--- src/rtl/ntc_pkg.sv ---
// Package for the NTC thermistor Beta-equation temperature converter.
// Holds field widths, register indexes, reset values and fixed-point constants.
// Depends on nothing; every rtl file refers to it by scoped names.
package ntc_pkg;

   localparam int CODE_W      = 12;
   localparam int OHMS_W      = 24;
   localparam int KELVIN_W    = 16;
   localparam int TEMP_W      = 17;
   localparam int CSR_INDEX_W = 3;
   localparam int CSR_DATA_W  = 24;

   localparam int ADC_FULL_SCALE_DEFAULT = 4095;

   // Fixed point: Q30 logarithms and reciprocals.
   localparam int FRAC_W    = 30;
   localparam int MANT_W    = FRAC_W + 1;
   localparam int LOG_IN_W  = OHMS_W + CODE_W;
   localparam int LOG_TOP_W = $clog2(LOG_IN_W);
   localparam int LOG_W     = LOG_TOP_W + FRAC_W;
   localparam int LOG_LANES = 3;

   localparam int DMAG_W      = 36;
   localparam int DMAG_HALF_W = DMAG_W / 2;
   localparam int LN2_W       = 26;
   localparam logic [LN2_W-1:0] LN2_Q26 = 26'd46516320;

   localparam int DIV_NUM_W = 38;
   localparam logic [DIV_NUM_W-1:0] CENTI_ONE_Q30 = 38'd100 << FRAC_W;

   localparam logic [DIV_NUM_W-1:0] KELVIN_OFFSET_CENTI = 38'd27315;
   localparam logic [DIV_NUM_W-1:0] TK_LIMIT            = 38'd92850;
   localparam logic signed [TEMP_W-1:0] TEMP_MAX        = 17'sd65535;
   localparam logic signed [TEMP_W-1:0] TEMP_MIN        = -17'sd27315;

   typedef enum logic [CSR_INDEX_W-1:0] {
      CSR_PULLUP_OHMS   = 3'd0,
      CSR_NOMINAL_OHMS  = 3'd1,
      CSR_BETA_KELVIN   = 3'd2,
      CSR_NOMINAL_CK    = 3'd3,
      CSR_LOW_LIMIT     = 3'd4,
      CSR_HIGH_LIMIT    = 3'd5
   } csr_index_type;

   localparam logic [OHMS_W-1:0]   PULLUP_RESET  = 24'd100000;
   localparam logic [OHMS_W-1:0]   NOMINAL_RESET = 24'd10000;
   localparam logic [KELVIN_W-1:0] BETA_RESET    = 16'd3950;
   localparam logic [KELVIN_W-1:0] T0_RESET      = 16'd29815;
   localparam logic [CODE_W-1:0]   LOW_RESET     = 12'd50;
   localparam logic [CODE_W-1:0]   HIGH_RESET    = 12'd4000;

   // Per-beat status that travels down the pipeline with the data.
   typedef struct packed {
      logic out_of_range;
      logic saturate;
      logic negative;
   } flags_type;

endpackage

--- src/rtl/ntc_div_pipe.sv ---
// Pipelined restoring divider, one quotient bit per stage, for one or more lanes.
// The divisor travels with its beat. Depends on ntc_pkg.
module ntc_div_pipe #(
   parameter int LANES = 1,
   parameter int DW    = ntc_pkg::KELVIN_W
) (
   input  logic clock,
   input  logic reset,
   input  logic advance,
   input  logic in_valid,
   input  logic [LANES-1:0][ntc_pkg::DIV_NUM_W-1:0] in_num,
   input  logic [LANES-1:0][DW-1:0] in_den,
   input  ntc_pkg::flags_type in_flags,
   output logic out_valid,
   output logic [LANES-1:0][ntc_pkg::DIV_NUM_W-1:0] out_quo,
   output ntc_pkg::flags_type out_flags
);

   localparam int NW = ntc_pkg::DIV_NUM_W;

   logic                      valid_ff [NW];
   ntc_pkg::flags_type        flags_ff [NW];
   logic [LANES-1:0][DW-1:0]  rem_ff   [NW];
   logic [LANES-1:0][DW-1:0]  den_ff   [NW];
   logic [LANES-1:0][NW-1:0]  num_ff   [NW];
   logic [LANES-1:0][NW-1:0]  quo_ff   [NW];

   logic                      valid_in [NW];
   ntc_pkg::flags_type        flags_in [NW];
   logic [LANES-1:0][DW-1:0]  rem_in   [NW];
   logic [LANES-1:0][DW-1:0]  den_in   [NW];
   logic [LANES-1:0][NW-1:0]  num_in   [NW];
   logic [LANES-1:0][NW-1:0]  quo_in   [NW];

   always_comb begin
      logic [LANES-1:0][DW-1:0] prev_rem;
      logic [LANES-1:0][NW-1:0] prev_num;
      logic [LANES-1:0][NW-1:0] prev_quo;
      logic [DW:0]              trial;
      logic                     fits;
      prev_rem = '0;
      prev_num = '0;
      prev_quo = '0;
      trial    = '0;
      fits     = 1'b0;
      for (int s = 0; s < NW; s++) begin
         if (s == 0) begin
            valid_in[s] = in_valid;
            flags_in[s] = in_flags;
            den_in[s]   = in_den;
            prev_rem    = '0;
            prev_num    = in_num;
            prev_quo    = '0;
         end else begin
            valid_in[s] = valid_ff[s-1];
            flags_in[s] = flags_ff[s-1];
            den_in[s]   = den_ff[s-1];
            prev_rem    = rem_ff[s-1];
            prev_num    = num_ff[s-1];
            prev_quo    = quo_ff[s-1];
         end
         for (int l = 0; l < LANES; l++) begin
            trial = {prev_rem[l], prev_num[l][NW-1]};
            fits  = (trial >= {1'b0, den_in[s][l]});
            if (fits) begin
               rem_in[s][l] = DW'(trial - {1'b0, den_in[s][l]});
            end else begin
               rem_in[s][l] = trial[DW-1:0];
            end
            num_in[s][l] = {prev_num[l][NW-2:0], 1'b0};
            quo_in[s][l] = {prev_quo[l][NW-2:0], fits};
         end
      end
   end

   always_ff @(posedge clock) begin
      if (reset) begin
         for (int s = 0; s < NW; s++) begin
            valid_ff[s] <= 1'b0;
         end
      end else if (advance) begin
         for (int s = 0; s < NW; s++) begin
            valid_ff[s] <= valid_in[s];
         end
      end
   end

   always_ff @(posedge clock) begin
      if (advance) begin
         for (int s = 0; s < NW; s++) begin
            flags_ff[s] <= flags_in[s];
            rem_ff[s]   <= rem_in[s];
            den_ff[s]   <= den_in[s];
            num_ff[s]   <= num_in[s];
            quo_ff[s]   <= quo_in[s];
         end
      end
   end

   assign out_valid = valid_ff[NW-1];
   assign out_flags = flags_ff[NW-1];
   assign out_quo   = quo_ff[NW-1];

endmodule

--- config.mk ---
export PLATFORM = sky130hd
export DESIGN_NAME = ntc_div_pipe
export DESIGN_NICKNAME = d
export VERILOG_FILES = /design/src/rtl/ntc_pkg.sv /design/src/rtl/ntc_div_pipe.sv
export SDC_FILE = /design/constraint.sdc
export NUM_CORES = 2
export LEC_CHECK = 0
export ABC_AREA = 1
export BUFFER_PORTS_ARGS = -buffer_cell sky130_fd_sc_hd__buf_2
export CORE_AREA = 2 2 475 477
export CTS_CLUSTER_DIAMETER = 120
export DETAILED_ROUTE_END_ITERATION = 10
export DIE_AREA = 0 0 477 479
export PLACE_DENSITY = 0.76
export SYNTH_ARGS = -nofsm -noshare
export SYNTH_HDL_FRONTEND = slang
export SYNTH_MEMORY_MAX_BITS = 65536
export SYNTH_SLANG_ARGS = --single-unit
--- constraint.sdc ---
create_clock -name clock -period 3.2 [get_ports clock]
set_input_delay 0.16 -clock clock [delete_from_list [all_inputs] [get_ports clock]]
set_output_delay 0.16 -clock clock [all_outputs]
set_load 0.02 [all_outputs]
Word-level counts from Yosys, hierarchy flattened
Memories as Yosys holds them, arrays and structs flattened.
Cells that the tools add are included.
- register bits: 0
- bits in writable memories: 4218
- bits of input ports: 61
- output and inout port bits: 42
- logic and storage cells: 202
- memories kept: 6
- add/sub/neg operators: 38
- magnitude comparators: 38
- multiplexer cells: 82
- bitwise logic cells: 38
- memory list (memory ; depth ; width ; read ports ; clocked after memory_dff ; write ports ; RTL line ; text):
    quo_ff ; 38 ; 38 ; 38 ; 0 ; 38 ; ntc_div_pipe.sv:26 ; logic [LANES-1:0][NW-1:0] quo_ff [NW];
    num_ff ; 38 ; 37 ; 37 ; 0 ; 38 ; ntc_div_pipe.sv:25 ; logic [LANES-1:0][NW-1:0] num_ff [NW];
    den_ff ; 38 ; 16 ; 37 ; 0 ; 38 ; ntc_div_pipe.sv:24 ; logic [LANES-1:0][DW-1:0] den_ff [NW];
    rem_ff ; 38 ; 16 ; 37 ; 0 ; 38 ; ntc_div_pipe.sv:23 ; logic [LANES-1:0][DW-1:0] rem_ff [NW];
    flags_ff ; 38 ; 3 ; 38 ; 0 ; 38 ; ntc_div_pipe.sv:22 ; ntc_pkg::flags_type flags_ff [NW];
    valid_ff ; 38 ; 1 ; 38 ; 0 ; 38 ; ntc_div_pipe.sv:21 ; logic valid_ff [NW];
- operators by type and width (operator ; number):
    $ge A17 B16 Y1 ; 37
    $mux W16 ; 38
    $sub A16 B16 Y16 ; 37
    $mux W1 ; 44
    $or A1 B1 Y1 ; 38
    $ge A1 B16 Y1 ; 1
    $sub A1 B16 Y16 ; 1

Logic depth before layout (Yosys ltp)
- depth after elaboration: 4
- depth in mapped cells: 15
- mapped depth without buffers: 13

Least setup slack after synthesis
No wires, ideal clock.
- kind: register to register
- from: memory den_ff[2][80] in the netlist's numbering
- to: memory rem_ff[2][104] in the netlist's numbering, data pin
- setup time: 0.253 ns
- data arrival time: 1.686 ns
- data required time: 2.947 ns
- setup slack: 1.261 ns
- cell stages (with the launch flop): 10
- path buffers: 0
- clock period less this slack: 1.939 ns
- cell sequence: edfxtp_1 ha_1 fa_1 inv_1 nand3_1 nand3_1 a21oi_1 or2_2 nand3_1 nand2_1
- RTL lines (what ; RTL line):
    start, declared ; ntc_div_pipe.sv:24
    end, declared ; ntc_div_pipe.sv:23

==> impl_results.md <==
- YS warnings: 0
- Largest family of logic cells by synthesized area: simple AND/OR/NAND/NOR gates
- Switching Power: 50.8 mW
- Switching share of power: 0.376
- Reg clk slew, reported paths: 0.07 ns
- Final #Nets: 14100
- Setup Viol. Count Final: 0
- Horiz. Die Dim: 477 um
- Layout fillers: 17100
- Synth Area in Simple Gates: 0.206
- Share of cells above drive strength 1: 0.0651
- Routed WL: 302000 um
- Sum Neg Setup Slack: 0 ns
- Post-layout util: 0.663
- Worst hold path type: in2reg
- Post-DP HPWL: 215000 um
- Vias in the first global route: 85000
- Synth Instances: 13000
- Wire per inst: 18.2 um
- CP max stage cell: edfxtp_1
- Synth top area share: 0.626
- Sequential share of power: 0.389
- Initial DRC count: 7377
- Register area share after synthesis: 0.626
- Data arrival, critical path: 3.33 ns
- Combinational power share: 0.362
- Status: complete, no violations
- Crit path cell chain: inv_1 > ha_1 > nand2_1 > inv_1 > nand2_1 > nand3_1 > nand2_1 > nand3_2 > nand2_2 > nand2_4 > nand2_1 > nand2_1
- Synth Area in Adders: 0.0611
- DRC: 0
- TritonCTS Buffers: 303
- Pwr per Cell Area: 913 mW/mm2
- Max cap viols: 0
- Synth Register Bits: 2780
- Largest net degree at the start of global routing: 94
- Clk sink count: 2780
- Die height: 479 um
- CTS tree: built
- All-Layer GR Usage: 0.262
- Area leader, netlist: edfxtp_1
- Number of flops mapped to enable cells by yosys: 2780
- Syn Area/Cell: 10.3 um2
- Footprint of the multi-input gates: 0.0398 mm2
- Compound-Gate Fraction of Synth Area: 0.0164
- Routability cong.: 0.942
- Antenna violations before repair: 4
- DRT Pass-1 Iters: 9
- Post-synthesis mux area share: 0
- Global-route wire length before repair: 472000 um
- Hold Violations, Final: 0
- Clock buffer depth: 4
- Clock skew: 0.0864 ns
- Count of cell types in the netlist: 43
- Synth Flop Type: edfxtp_1
- Least-Margin Pin Slew: 1.04 ns
- CP Launch Type: register
- Post-Syn Area: 0.133 mm2
- CP Class: reg2reg
- Syn-to-layout area delta: 11.1%
- Largest cells by area after synthesis: edfxtp_1 (63%), nand2_1 (12%), inv_1 (6.5%)
- PortBufs: 102
- Slew Limit Headroom: 0.306
- Clock power share: 0.249
- Setup repair bufs after CTS: 0
- Core area: 0.224 mm2
- Worst IR drop on VDD: 0.599 mV
- Asr flop ratio synth: 0
- H-tree level count: 5
- Post-Synth XOR/XNOR Area: 0.0145
- Root Buffer: clkbuf_16
- Site Rows: 174
- Die area: 0.228 mm2
- Initial Util: 0.597
- Final min period: 2.73 ns
- Required @ worst endpoint: 3.80 ns
- CP max FO: 17
- Ports: 103
- Routed Antenna Nets: 0
- Vias: 87800
- Worst setup EP type: register
- Max stage delay on crit path: 0.44 ns
- Most frequent cells after synthesis: nand2_1 (4390), edfxtp_1 (2780), inv_1 (2315), nand3_1 (922), ha_1 (594)
- P_int: 84.5 mW
- Via density: 5.27
- FMAX: 0.366 GHz
- Worst-skew pair later-pin latency: 0.94 ns
- Hold_ws: 0.0623 ns
- Slew Viols, Final: 0
- Leak Pwr: 68.4 nW
- Final worst path period share: 0.854
- Syn nets: 13700
- FF+latch area: 0.0835 mm2
- Most frequent cell after synthesis: nand2_1
- RSZ-0062 raised after global routing: no
- Remaining Overflow, GRT: 0
- Most common cell on crit path: nand2_1
==> repair_timing <==
| item | CTS | global route |
|---|---|---|
| endpoints found under the setup margin | 0 | 0 |
| resized for setup | 0 | 0 |
| hold buffers | 115 | 0 |
| endpoints found under the hold margin | 127 | 0 |
==> path summary, 6_finish.rpt <==
kind | start | endpoint | slack [ns] | cells after the start
setup / recovery | den_ff[2][3]$_DFFE_PP_ | rem_ff[2][29]$_DFFE_PP_ | 0.47 | 12
hold / removal | in_den[8] | den_ff[0][8]$_DFFE_PP_ | 0.06 | 2
setup reg to reg | den_ff[2][3]$_DFFE_PP_ | rem_ff[2][29]$_DFFE_PP_ | 0.47 | 12
hold reg to reg | quo_ff[3][53]$_DFFE_PP_ | quo_ff[3][92]$_DFFE_PP_ | 0.37 | 0
==> power groups by stage <==
stage | sequential, mW | clock, mW | combinational [mW]
finish | 52.6 | 33.7 | 49.0
detailed placement | 53.2 | 0 | 48.0
CTS | 52.6 | 34.4 | 48.5
global route | 53.1 | 35.8 | 55.5
global placement | 53.2 | 0 | 47.4
floorplan | 50.9 | 0 | 36.4
==> flip-flops by register name, indices dropped and copies added (netlist names) <==
signal    flops
valid_ff     38
flags_ff    114
rem_ff      592
num_ff      703
quo_ff      741
den_ff      592
==> area by class of cell <==
class | instances | area share
Inverter | 2334 | 0.0591
Antenna cell | 3 | 0.0000507
Clock buffer | 356 | 0.0535
Multi-Input combinational cell | 7699 | 0.268
Sequential cell | 2780 | 0.564
Tap cell | 2992 | 0.0253
Timing Repair Buffer | 325 | 0.0197
Clock inverter | 164 | 0.0103
==> placed cells by master, fill, tap and decap left out, types with 8 or more instances in the layout <==
cell type	netlist	layout
nand2_4	29	29
or2_2	29	29
nor4_2	8	8
xor2_1	170	170
o21ai_0	22	22
nor3_1	103	103
ha_1	594	594
nand2_2	64	64
nor2_4	36	36
and2_1	32	32
xnor2_1	51	51
nor2_1	491	491
clkinv_2	0	42
clkbuf_1	4	46
o21a_1	27	27
a21oi_1	325	325
nor2_2	28	28
nand3b_1	82	82
bufinv_16	0	25
clkinvlp_4	0	11
clkinv_4	0	12
o21ai_1	8	8
nand3_1	922	922
edfxtp_1	2780	2780
clkinv_1	0	55
nand2_1	4390	4390
clkbuf_16	0	310
buf_2	56	101
nand3_2	38	38
fa_1	36	36
dlygate4sd3_1	0	115
inv_2	19	19
buf_4	63	73
buf_12	3	36
inv_1	2315	2315
o21bai_1	20	20
nand4_1	157	157
and3_1	13	13
inv_6	0	17
==> per-stage QoR <==
stage / power (mW) / cells / setup slack (ns) / instance area (um2)
after CTS: 136 / 16700 / 0.501 / 148000
final: 135 / 16700 / 0.468 / 148000
after detailed placement: 101 / 16000 / 0.560 / 138000
after floorplan: 87.3 / 13000 / 1.26 / 133000
after global placement: 101 / 16000 / 0.580 / 138000
after global routing: 144 / 16700 / 0.294 / 148000
==> cell families after synthesis <==
kind of cell,after synthesis
adders and majority gates,630
DFF,2780
AOI/OAI and AO/OA,409
xor gates and xnor gates,221
buffers and inverters,2513
and+or+nand+nor,6439
==> worst max-delay path: cells and delay by family (launching register included) <==
| family | cells | cell delay (ns) |
|---|---|---|
| flops | 1 | 0.44 |
| fa+ha+maj | 1 | 0.40 |
| buf+inv | 2 | 0.18 |
| simple gates | 9 | 1.36 |
==> per-layer routing <==
metal	share of wire	track usage	vias up
li1	-	-	43300
met1	0.44	0.367	41400
met2	0.48	0.434	2539
met3	0.051	0.0317	547
met4	0.028	0.0755	4
met5	0.000086	0	-
(Power assumes the default switching activity.)
